`src/rtl/core/assert_macros.svh`:
```
// assertion macros shared by the event queue modules
// no dependencies; compiled out when SYNTHESIS is defined
`ifndef ASSERT_MACROS_SVH
`define ASSERT_MACROS_SVH

`ifndef SYNTHESIS
// property holds at every rising clock edge outside reset
`define TSEQ_ASSERT(lbl, clk, rstn, prop, msg) \
	lbl: assert property (@(posedge clk) disable iff (!rstn) (prop)) else $error(msg);
// antecedent implies consequent in the same cycle
`define TSEQ_ASSERT_IMP(lbl, clk, rstn, ante, cons, msg) \
	lbl: assert property (@(posedge clk) disable iff (!rstn) (ante) |-> (cons)) else $error(msg);
// antecedent implies consequent in the next cycle
`define TSEQ_ASSERT_NXT(lbl, clk, rstn, ante, cons, msg) \
	lbl: assert property (@(posedge clk) disable iff (!rstn) (ante) |=> (cons)) else $error(msg);
`else
`define TSEQ_ASSERT(lbl, clk, rstn, prop, msg)
`define TSEQ_ASSERT_IMP(lbl, clk, rstn, ante, cons, msg)
`define TSEQ_ASSERT_NXT(lbl, clk, rstn, ante, cons, msg)
`endif

`endif

```
`src/rtl/core/tseq_pkg.sv`:
```
// types, codes and constants of the timestamp sorted event queue
// no dependencies
package tseq_pkg;

	// default number of held events
	localparam int TSEQ_DEPTH = 256;
	// width of the reported occupancy
	localparam int OCC_W = 9;

	// input word
	typedef struct packed {
		logic        action;
		logic [31:0] event_timestamp;
		logic [7:0]  device_kind;
		logic [6:0]  device_number;
		logic [7:0]  gadget_kind;
		logic [31:0] event_value;
	} tseq_in_t;

	// action codes
	localparam logic ACT_ENQUEUE = 1'b0;
	localparam logic ACT_DEQUEUE = 1'b1;

	// result status codes
	typedef enum logic [1:0] {
		ST_ENQUEUED = 2'd0,
		ST_DROPPED  = 2'd1,
		ST_DEQUEUED = 2'd2,
		ST_EMPTY    = 2'd3
	} tseq_status_t;

	// result word
	typedef struct packed {
		tseq_status_t      status;
		logic [31:0]       out_timestamp;
		logic [7:0]        out_device_kind;
		logic [6:0]        out_device_number;
		logic [7:0]        out_gadget_kind;
		logic [31:0]       out_event_value;
		logic [OCC_W-1:0]  occupancy;
	} tseq_out_t;

	// one stored entry: sort key and opaque payload
	typedef struct packed {
		logic [31:0] key;
		logic [7:0]  device_kind;
		logic [6:0]  device_number;
		logic [7:0]  gadget_kind;
		logic [31:0] event_value;
	} tseq_entry_t;

	// controller states
	typedef enum logic [1:0] {
		S_IDLE,
		S_WALK,
		S_DEQ,
		S_DONE
	} tseq_state_t;

	// controller to datapath commands
	typedef struct packed {
		logic capture;
		logic walk_step;
		logic walk_done;
		logic deq_done;
		logic load_out;
	} tseq_cmd_t;

	// datapath to controller status
	typedef struct packed {
		logic req_deq;
		logic full;
		logic empty;
		logic shift;
	} tseq_sts_t;

endpackage

```
`src/rtl/core/tseq_ctrl.sv`:
```
// controller state machine of the event queue: handshakes and sequencing
// depends on tseq_pkg and assert_macros.svh
`include "assert_macros.svh"

module tseq_ctrl (
	input  logic                clk,
	input  logic                arst_n,
	input  logic                evt_valid,
	output logic                evt_stall,
	output logic                res_valid,
	input  logic                res_stall,
	input  tseq_pkg::tseq_sts_t sts,
	output tseq_pkg::tseq_cmd_t cmd
);

	import tseq_pkg::*;

	tseq_state_t state_q, state_nxt;
	logic        res_valid_q;
	logic        accept;
	logic        out_free;

	assign accept    = evt_valid && (state_q == S_IDLE);
	assign out_free  = !res_valid_q || !res_stall;
	assign evt_stall = (state_q != S_IDLE);
	assign res_valid = res_valid_q;

	// next state
	always_comb begin
		state_nxt = state_q;
		case (state_q)
			S_IDLE: begin
				if (accept) begin
					if (sts.req_deq) begin
						state_nxt = sts.empty ? S_DONE : S_DEQ;
					end else begin
						state_nxt = sts.full ? S_DONE : S_WALK;
					end
				end
			end
			S_WALK: begin
				state_nxt = sts.shift ? S_WALK : S_DONE;
			end
			S_DEQ: begin
				state_nxt = S_DONE;
			end
			S_DONE: begin
				state_nxt = out_free ? S_IDLE : S_DONE;
			end
			default: begin
				state_nxt = S_IDLE;
			end
		endcase
	end

	// commands
	always_comb begin
		cmd = '0;
		case (state_q)
			S_IDLE: begin
				cmd.capture = accept;
			end
			S_WALK: begin
				cmd.walk_step = sts.shift;
				cmd.walk_done = !sts.shift;
			end
			S_DEQ: begin
				cmd.deq_done = 1'b1;
			end
			S_DONE: begin
				cmd.load_out = out_free;
			end
			default: begin
				cmd = '0;
			end
		endcase
	end

	// state register
	always_ff @(posedge clk or negedge arst_n) begin
		if (!arst_n) begin
			state_q <= S_IDLE;
		end else begin
			state_q <= state_nxt;
		end
	end

	// result word valid
	always_ff @(posedge clk or negedge arst_n) begin
		if (!arst_n) begin
			res_valid_q <= 1'b0;
		end else if (cmd.load_out) begin
			res_valid_q <= 1'b1;
		end else if (!res_stall) begin
			res_valid_q <= 1'b0;
		end
	end

	`TSEQ_ASSERT(a_cmd_onehot, clk, arst_n, $onehot0(cmd), "more than one datapath command")
	`TSEQ_ASSERT_NXT(a_load_sets_valid, clk, arst_n, cmd.load_out, res_valid, "loaded result not valid")
	`TSEQ_ASSERT_NXT(a_capture_busy, clk, arst_n, cmd.capture, evt_stall, "accepted word did not stall input")
	`TSEQ_ASSERT_NXT(a_deq_finishes, clk, arst_n, cmd.deq_done, state_q == S_DONE, "dequeue did not finish")

endmodule

```
`config.mk`:
```
export PLATFORM = sky130hd
export DESIGN_NAME = tseq_ctrl
export DESIGN_NICKNAME = d
export VERILOG_FILES = /design/src/rtl/core/tseq_pkg.sv /design/src/rtl/core/tseq_ctrl.sv
export VERILOG_INCLUDE_DIRS = /design/src /design/src/rtl/core
export SDC_FILE = /design/constraint.sdc
export NUM_CORES = 1
export LEC_CHECK = 0
export BUFFER_PORTS_ARGS = -buffer_cell sky130_fd_sc_hd__buf_2
export CORE_AREA = 2 2 39 41
export CTS_CLUSTER_SIZE = 40
export DETAILED_ROUTE_END_ITERATION = 16
export DIE_AREA = 0 0 41 43
export MAX_ROUTING_LAYER = met4
export SLEW_MARGIN = 20
export SYNTH_ARGS = -nofsm -noshare
export SYNTH_HDL_FRONTEND = slang
export SYNTH_SLANG_ARGS = --single-unit
```
`constraint.sdc`:
```
create_clock -name clk -period 1.18 [get_ports clk]
set_input_delay 0.354 -clock clk [delete_from_list [all_inputs] [get_ports clk]]
set_output_delay 0.354 -clock clk [all_outputs]
set_load 0.02 [all_outputs]
```
* Yosys cells after proc, flatten, opt, wreduce, memory -nomap -nowiden
Index checks and enable logic that the tools add are counted.
** Word-level totals
- Bits in registers :: 3
- Input port bits :: 8
- Output and inout port bits :: 7
- Logic and storage cells :: 27
** Cells by class
- Eq/ne operators :: 5
- Multiplexer cells :: 13
- Reduce and logical (&&, ||, !) cells :: 7
** Operators by type and width (count)
- $mux W2 :: 6
- $pmux W2 S4 :: 1
- $mux W1 :: 6
- $eq A2 B2 Y1 const B :: 2
- $logic_not A1 Y1 :: 3
- $eq A2 B1 Y1 const B :: 1
- $logic_not A2 Y1 :: 1
- $ne A2 B1 Y1 const B :: 1
- $ne A2 B2 Y1 const B :: 1
- $reduce_bool A2 Y1 :: 1
- $logic_and A1 B1 Y1 :: 1
- $logic_or A1 B1 Y1 :: 1

* Logic depth before layout (Yosys ltp)
Gate-level depths: netlist of the first run.
- Word-level depth :: 4
- Mapped depth :: 3
- Depth with buffers taken out :: 3

* Least setup slack after synthesis of the first run
No wires, ideal clock.
- Path kind :: register -> output
- From :: register state_q[1]
- To :: output port cmd[4] in the netlist's numbering
- Data arrival time :: 1078 ps
- Required time :: 826 ps
- Path slack :: -252 ps
- Cell stages (with the launch flop) :: 3
- Buffers on the path :: 0
- Cell sequence :: dfrtp_1 > or2_2 > nor2_1
** RTL lines
- start, declared :: line tseq_ctrl.sv:18 : tseq_state_t state_q, state_nxt;
- start signal, assigned :: line tseq_ctrl.sv:84 : state_q <= state_nxt;
- end, declared :: line tseq_ctrl.sv:13 : output tseq_pkg::tseq_cmd_t cmd

==> metrics.md, run 1 <==
| Metric | Value |
|---|---|
| Status | `finished, violations left` |
| Failing checks | `setup timing` |
| Fin crit period | `roughly 1.4 ns` |
| Port bufs | `14` |
| Sink Count | `3` |
| Mux contribution to synthesized area | `0` |
| Final hold viol count | `0` |
| First-pass iteration count of the detailed router | `4` |
| Crit path DAT | `1.08 ns` |
| Critical path peak fanout | `3` |
| Share of the yosys chip area belonging to registers | `0.438` |
| Clock Latency Late Sink | `around 0.23 ns` |
| Synth-to-layout area growth | `138%` |
| Crit Path Class | `flop to output port` |
| Ports | `15` |
| Number of DRC markers after the initial detailed-route iteration | `2` |
| Vias in the first global route | `224` |
| DP Wirelength | `~420 um` |
| Hold Path Class | `input port to flop` |
| Seq cells post-synth | `3` |
| Root buffer cell | `clkbuf_4` |
| Grt total ovfl | `0` |
| Worst setup endpoint | `cmd[4]` |
| Largest net degree at the start of global routing | `7` |
| Die width | `41 um` |
| Final worst slack | `-0.251 ns` |
| Slew HR | `0.888` |
| F_max | `~700 MHz` |
| Delay-heaviest family, CP | `flip-flops` |
| Clk buf depth | `2` |
| Hold slack | `0.381 ns` |
| CP peak stage delay | `approximately 0.39 ns` |
| Unrepaired setup endpoints after global routing | `yes` |
| Skew final | `0.000249 ns` |
| Critical Path RT | `between 0.8 and 0.9 ns` |
| Clock-pin slew on the worst setup and hold paths | `0.04 ns` |
| Cell taking the most area after synthesis | `dfrtp_1` |
| P_leak | `0.200 nW` |
| Cells after synthesis | `21` |
| Worst setup SP type | `flop` |
| Routed wire length | `between 500 and 600 um` |
| DRC errors left | `0` |
| Compound-gate portion of the synthesized area | `0.139` |
| Worst VDD drop | `0.000786 V` |
| Routability cong. | `around 0.70` |
| Worst setup startpoint | `state_q[1]` |
| Buffer and inverter count on the worst path | `1` |
| Starting Density | `0.124` |
| Die H | `43 um` |
| Routed WL per cell | `8.61 um` |
| Reg-to-reg endpoint | `state_q[1]` |
| Fin crit share | `1.21` |
| GRT Overall Usage | `0.0816` |
| Fin. max-slew vios | `0` |
| Mapped Avg Cell Area | `8.16 um^2` |
| Largest cells by area after synthesis | `dfrtp_1, a21oi_1, nor3b_1` |
| First-pass GRT wire length | `869 um` |
| Cells along the critical path | `or2_4 -> nor2_4 -> buf_6` |
| Worst path depth | `3` |
| CTS tree | `built` |
| # setup viols final | `6` |
| Post-synthesis cell type count | `11` |
| Antenna violations before repair | `0` |
| Slowest CP cell | `dfrtp_1` |
| Total CTS buffers | `3` |
| Synth warnings | `0` |
| Inserted Diodes | `0` |
| XOR/XNOR Fraction of Synth Area | `0` |
| H-tree Lvls | `1` |
| Pre-CTS setup slack | `-0.127 ns` |
| R2R Path Start | `state_q[0]` |
| R2R setup slack | `0 ns` |
| Max cap viols | `0` |
| Worst-Margin Slew | `0.167 ns` |
| Layout net count | `54` |
| Post-synthesis simple-gate area fraction | `0.380` |
| Area of the core | `1380 um^2` |
| Mapped cell area | `171 um^2` |
| Reg2reg path depth | `7` |
| Share of cells above drive strength 1 | `0.667` |
| Power Density | `2720 nW/um^2` |
| DR vias | `roughly 230` |
| Die area | `1760 um^2` |
| Largest family of logic cells by synthesized area | `simple AND/OR/NAND/NOR gates` |
| Syn_nets | `29` |
| Area share of the largest cell type after synthesis | `0.438` |
| Post-Synth Adder-Cell Area | `0` |
| Core Rows | `14` |
| Final ANT Viol Nets | `0` |
| Vias per cell | `approximately 3.7` |
| Crit end category | `output port` |
-- through the flow --
step | instances | area (um^2) | util | setup TNS (ns) | total power, W
3_3_place_gp | 54 | 295 | 0.213 | -0.199 | 0.000694
5_1_grt | 61 | 408 | 0.295 | -1.71 | 0.00119
2_1_floorplan | 21 | 183 | - | -0.344 | 0.000490
4_1_cts | 60 | 383 | 0.277 | -1.50 | 0.00105
3_5_place_dp | 54 | 295 | 0.213 | -0.276 | 0.000704
6_report | 61 | 408 | 0.295 | -1.36 | 0.00111
-- power breakdown --
part	internal (W)	switching, W	leakage [nW]	total [W]
clock	0.000127	0.0000505	0.0150	0.000177
sequential	0.000157	0.0000465	0.0337	0.000203
combinational	0.000388	0.000341	0.151	0.000729
total	0.000671	0.000438	0.200	0.00111
-- worst reg2reg max path, stage by stage (launching register included) --
cell and delay [ns]:
dfrtp_1 0.37, buf_4 0.16, nand2_4 0.08, a21oi_4 0.03
buf_4 0.13, buf_4 0.12, buf_4 0.13, a21oi_2 0.09
-- cell type report --
type,count,area [um^2]
Fill cell,153,976
Timing Repair Buffer,20,151
Multi-Input combinational cell,16,128
Sequential cell,3,75.1
Clock buffer,4,26.3
Tap cell,16,20.0
Inverter,2,7.51
-- worst min-delay path by stage --
stage                          from         end  slack [ns]  cells after the start
after floorplan              arst_n   res_valid        0.06                      0
after global placement       arst_n   res_valid        0.15                      1
after detailed placement     arst_n  state_q[1]        0.15                      1
after CTS                 res_stall   res_valid        0.35                      3
after global routing      evt_valid  state_q[0]        0.42                      3
final                     res_stall   res_valid        0.38                      3
-- layout by cell type, fill, tap and decap left out --
cell type	synthesis	layout
buf_2	0	8
or3_1	1	1
clkbuf_1	0	1
inv_1	2	2
nor3b_2	0	2
buf_4	0	6
nor2_1	3	2
a21oi_2	1	1
dfrtp_1	3	3
or2_4	0	1
nor2_4	0	1
nand2_4	0	1
a21oi_1	3	2
a21oi_4	0	1
buf_6	0	5
and2b_2	1	1
clkbuf_4	0	3
dlygate4sd3_1	0	1
nand2_1	3	2
nand2b_1	1	1
-- synth_stat cells --
cell / number
or2_2: 1
nand2_1: 3
a21oi_2: 1
nand2b_1: 1
nor3b_1: 2
nor2_1: 3
dfrtp_1: 3
and2b_2: 1
a21oi_1: 3
inv_1: 2
or3_1: 1
-- per-layer routing --
metal	share of wire	GRT usage	vias up
met5	0	-	-
met4	0	0.100	0
met3	0.070	0.0314	0
met2	0.53	0.0938	8
met1	0.40	0.0912	104
li1	-	-	116
-- cell families (layout without fill, tap and decap cells) --
kind of cell,count (synthesis),after routing
AND/OR/NAND/NOR,12,12
AO/OA/AOI/OAI,4,4
flip-flops,3,3
buffers and inverters,2,26
-- registers in the layout, indices dropped and copies added, names as in the netlist --
register	cells
state_q	2
res_valid	1
-- repair_timing --
item | 4_1_cts | 5_1_grt
hold buffers | 1 | 0
pin swaps | 1 | 1
setup buffers | 1 | 1
endpoints found under the hold margin | 3 | 0
gates resized for setup | 13 | 4
endpoints found under the setup margin | 6 | 6
No activity file was read; power rests on OpenSTA's default activity.
==> run 2, diff against run 1 <==
REMOVE_ABC_BUFFERS = 1   (was not set)
==> run 2 against run 1 <==
Against the previous run:
- the run still ends with setup timing left
- register-to-register slack gained 0.09 ns
- combinational power shrank 13%
- critical path depth is the same
- critical endpoint unchanged
- highest routed layer unchanged
==> metrics.md, run 2 (synthesis results as in run 1) <==
| Metric | Value |
|---|---|
| Fin. max-slew vios | `0` |
| Largest register FFs | `2` |
| Die area | `1760 um^2` |
| Critical Path RT | `0.83 ns` |
| Starting Density | `0.124` |
| Status | `finished, violations left` |
| Vias in the first global route | `209` |
| Routed wire length | `slightly above 500 um` |
| Max cap viols | `0` |
| Largest net degree at the start of global routing | `7` |
| H-tree Lvls | `1` |
| Buffer and inverter count on the worst path | `1` |
| Inserted Diodes | `0` |
| Final ANT Viol Nets | `0` |
| Synth-to-layout area growth | `116%` |
| Fin crit period | `~1.4 ns` |
| Area of the core | `1380 um^2` |
| CP peak stage delay | `0.39 ns` |
| CTS tree | `built` |
| Antenna violations before repair | `0` |
| Unrepaired setup endpoints after global routing | `yes` |
| Commonest non-fill, non-tap cell in the layout | `buf_2` |
| Number of DRC markers after the initial detailed-route iteration | `3` |
| Multi-input logic area | `108 um^2` |
| Clock-pin slew on the worst setup and hold paths | `around 0.04 ns` |
| Slowest CP cell | `dfrtp_1` |
| Port bufs | `14` |
| Final Power | `0.00100 W` |
| Skew final | `0.00227 ns` |
| Worst setup SP type | `flop` |
| Crit path DAT | `1.08 ns` |
| Post-layout util | `0.268` |
| Power Density | `2700 nW/um^2` |
| Final hold viol count | `0` |
| Delay-heaviest family, CP | `flip-flops` |
| Die H | `43 um` |
| R2R setup slack | `0.09 ns` |
| Root buffer cell | `clkbuf_4` |
| Placed Area | `between 200 and 300 um^2` |
| Internal power | `0.000607 W` |
| Vias per cell | `3.75` |
| Hold Path Class | `input port to flop` |
| Sequential share of power | `0.192` |
| Combinational share of power | `0.630` |
| First-pass GRT wire length | `807 um` |
| First-pass iteration count of the detailed router | `2` |
| Share of cells above drive strength 1 | `0.636` |
| Clock network power share | `0.178` |
| Setup TNS | `-1.39 ns` |
| Sink Count | `3` |
| DR vias | `225` |
| Sequential standard cell area | `75.1 um^2` |
| Die width | `about 41 um` |
| Net Sw Frac | `0.393` |
| Slew HR | `0.893` |
| F_max | `696 MHz` |
| Filler cells | `approximately 160` |
| Critical path peak fanout | `3` |
| Routed WL per cell | `between 8 and 9 um` |
| Core Rows | `14` |
| Clock Latency Late Sink | `0.23 ns` |
| P_leak | `0.187 nW` |
| Final worst slack | `-0.256 ns` |
| GRT Overall Usage | `0.0772` |
| Crit end category | `output port` |
| Cells along the critical path | `or2_4 -> nor2_1 -> buf_4` |
| Ports | `15` |
| Clk buf depth | `2` |
| Final Instance Area | `between 300 and 400 um^2` |
| Layout net count | `53` |
| DRC errors left | `0` |
| Total CTS buffers | `3` |
| Most frequent cells in the layout | `buf_2, buf_4` |
| # setup viols final | `6` |
| Worst VDD drop | `0.000763 V` |
| Grt total ovfl | `0` |
| Worst-Margin Slew | `0.160 ns` |
| Largest Register | `state_q` |
| Failing checks | `setup timing` |
| Fin crit share | `1.22` |
| Routability cong. | `0.668` |
| P_sw | `0.000394 W` |
| Crit Path Class | `flop to output port` |
==> run 2: cell count changes in the layout (fill, tap and decap cells not counted), sizes merged <==
cell	previous run	this run
buf	19	18
==> run 2: layer usage <==
metal  GRT usage  vias up  part of all wire
li1            -      115                 -
met1      0.0710      104              0.39
met2       0.100        6              0.54
met3      0.0471        0             0.065
met4      0.0800        0                 0
met5           -        -                 0
==> run 2: final cells by class <==
| cell class | instances | area share |
|---|---|---|
| repair buffers | 19 | 0.361 |
| multi-input cells | 16 | 0.291 |
| flip-flops and latches | 3 | 0.203 |
| clock buffers | 4 | 0.0709 |
| well taps | 16 | 0.0541 |
| inverters | 2 | 0.0203 |
==> run 2: metrics by stage <==
step	hold WS, ns	worst slack (ns)	instances
final	0.357	-0.256	60
after global placement	0.153	-0.0784	54
after global routing	0.367	-0.319	60
after CTS	0.346	-0.275	60
after floorplan	0.0584	-0.252	21
after detailed placement	0.151	-0.0927	54
==> run 2: repair_timing <==
action / 4_1_cts / 5_1_grt
gates cloned: 0 / 0
pin swaps: 0 / 3
hold buffers: 1 / 0
buffers inserted: 1 / 0
hold endpoints to repair: 3 / 0
gates resized for setup: 8 / 5
setup endpoints to repair: 6 / 6
==> run 2: path summary, 6_finish.rpt <==
path / from / end / cells past startpoint
max in group asynchronous: arst_n / state_q[0] / 2
worst min register to register: res_valid / res_valid / 2
min in group asynchronous: arst_n / res_valid / 2
worst min-delay path: res_stall / res_valid / 3
worst max-delay path: state_q[1] / cmd[4] / 3
worst max register to register: state_q[0] / state_q[1] / 3
==> run 2: worst register-to-register path, stage by stage, from the launching register on <==
cell and delay [ns]:
dfrtp_1 0.36, buf_4 0.15, or3_1 0.38, a21oi_2 0.12
==> run 2: power groups by stage <==
stage                     clock network, W  registers, W  logic, W
after floorplan                          0      0.000225  0.000244
after global placement                   0      0.000183  0.000490
after detailed placement                 0      0.000184  0.000490
after CTS                         0.000189      0.000188  0.000580
after global routing              0.000201      0.000200  0.000686
final                             0.000178      0.000192  0.000631
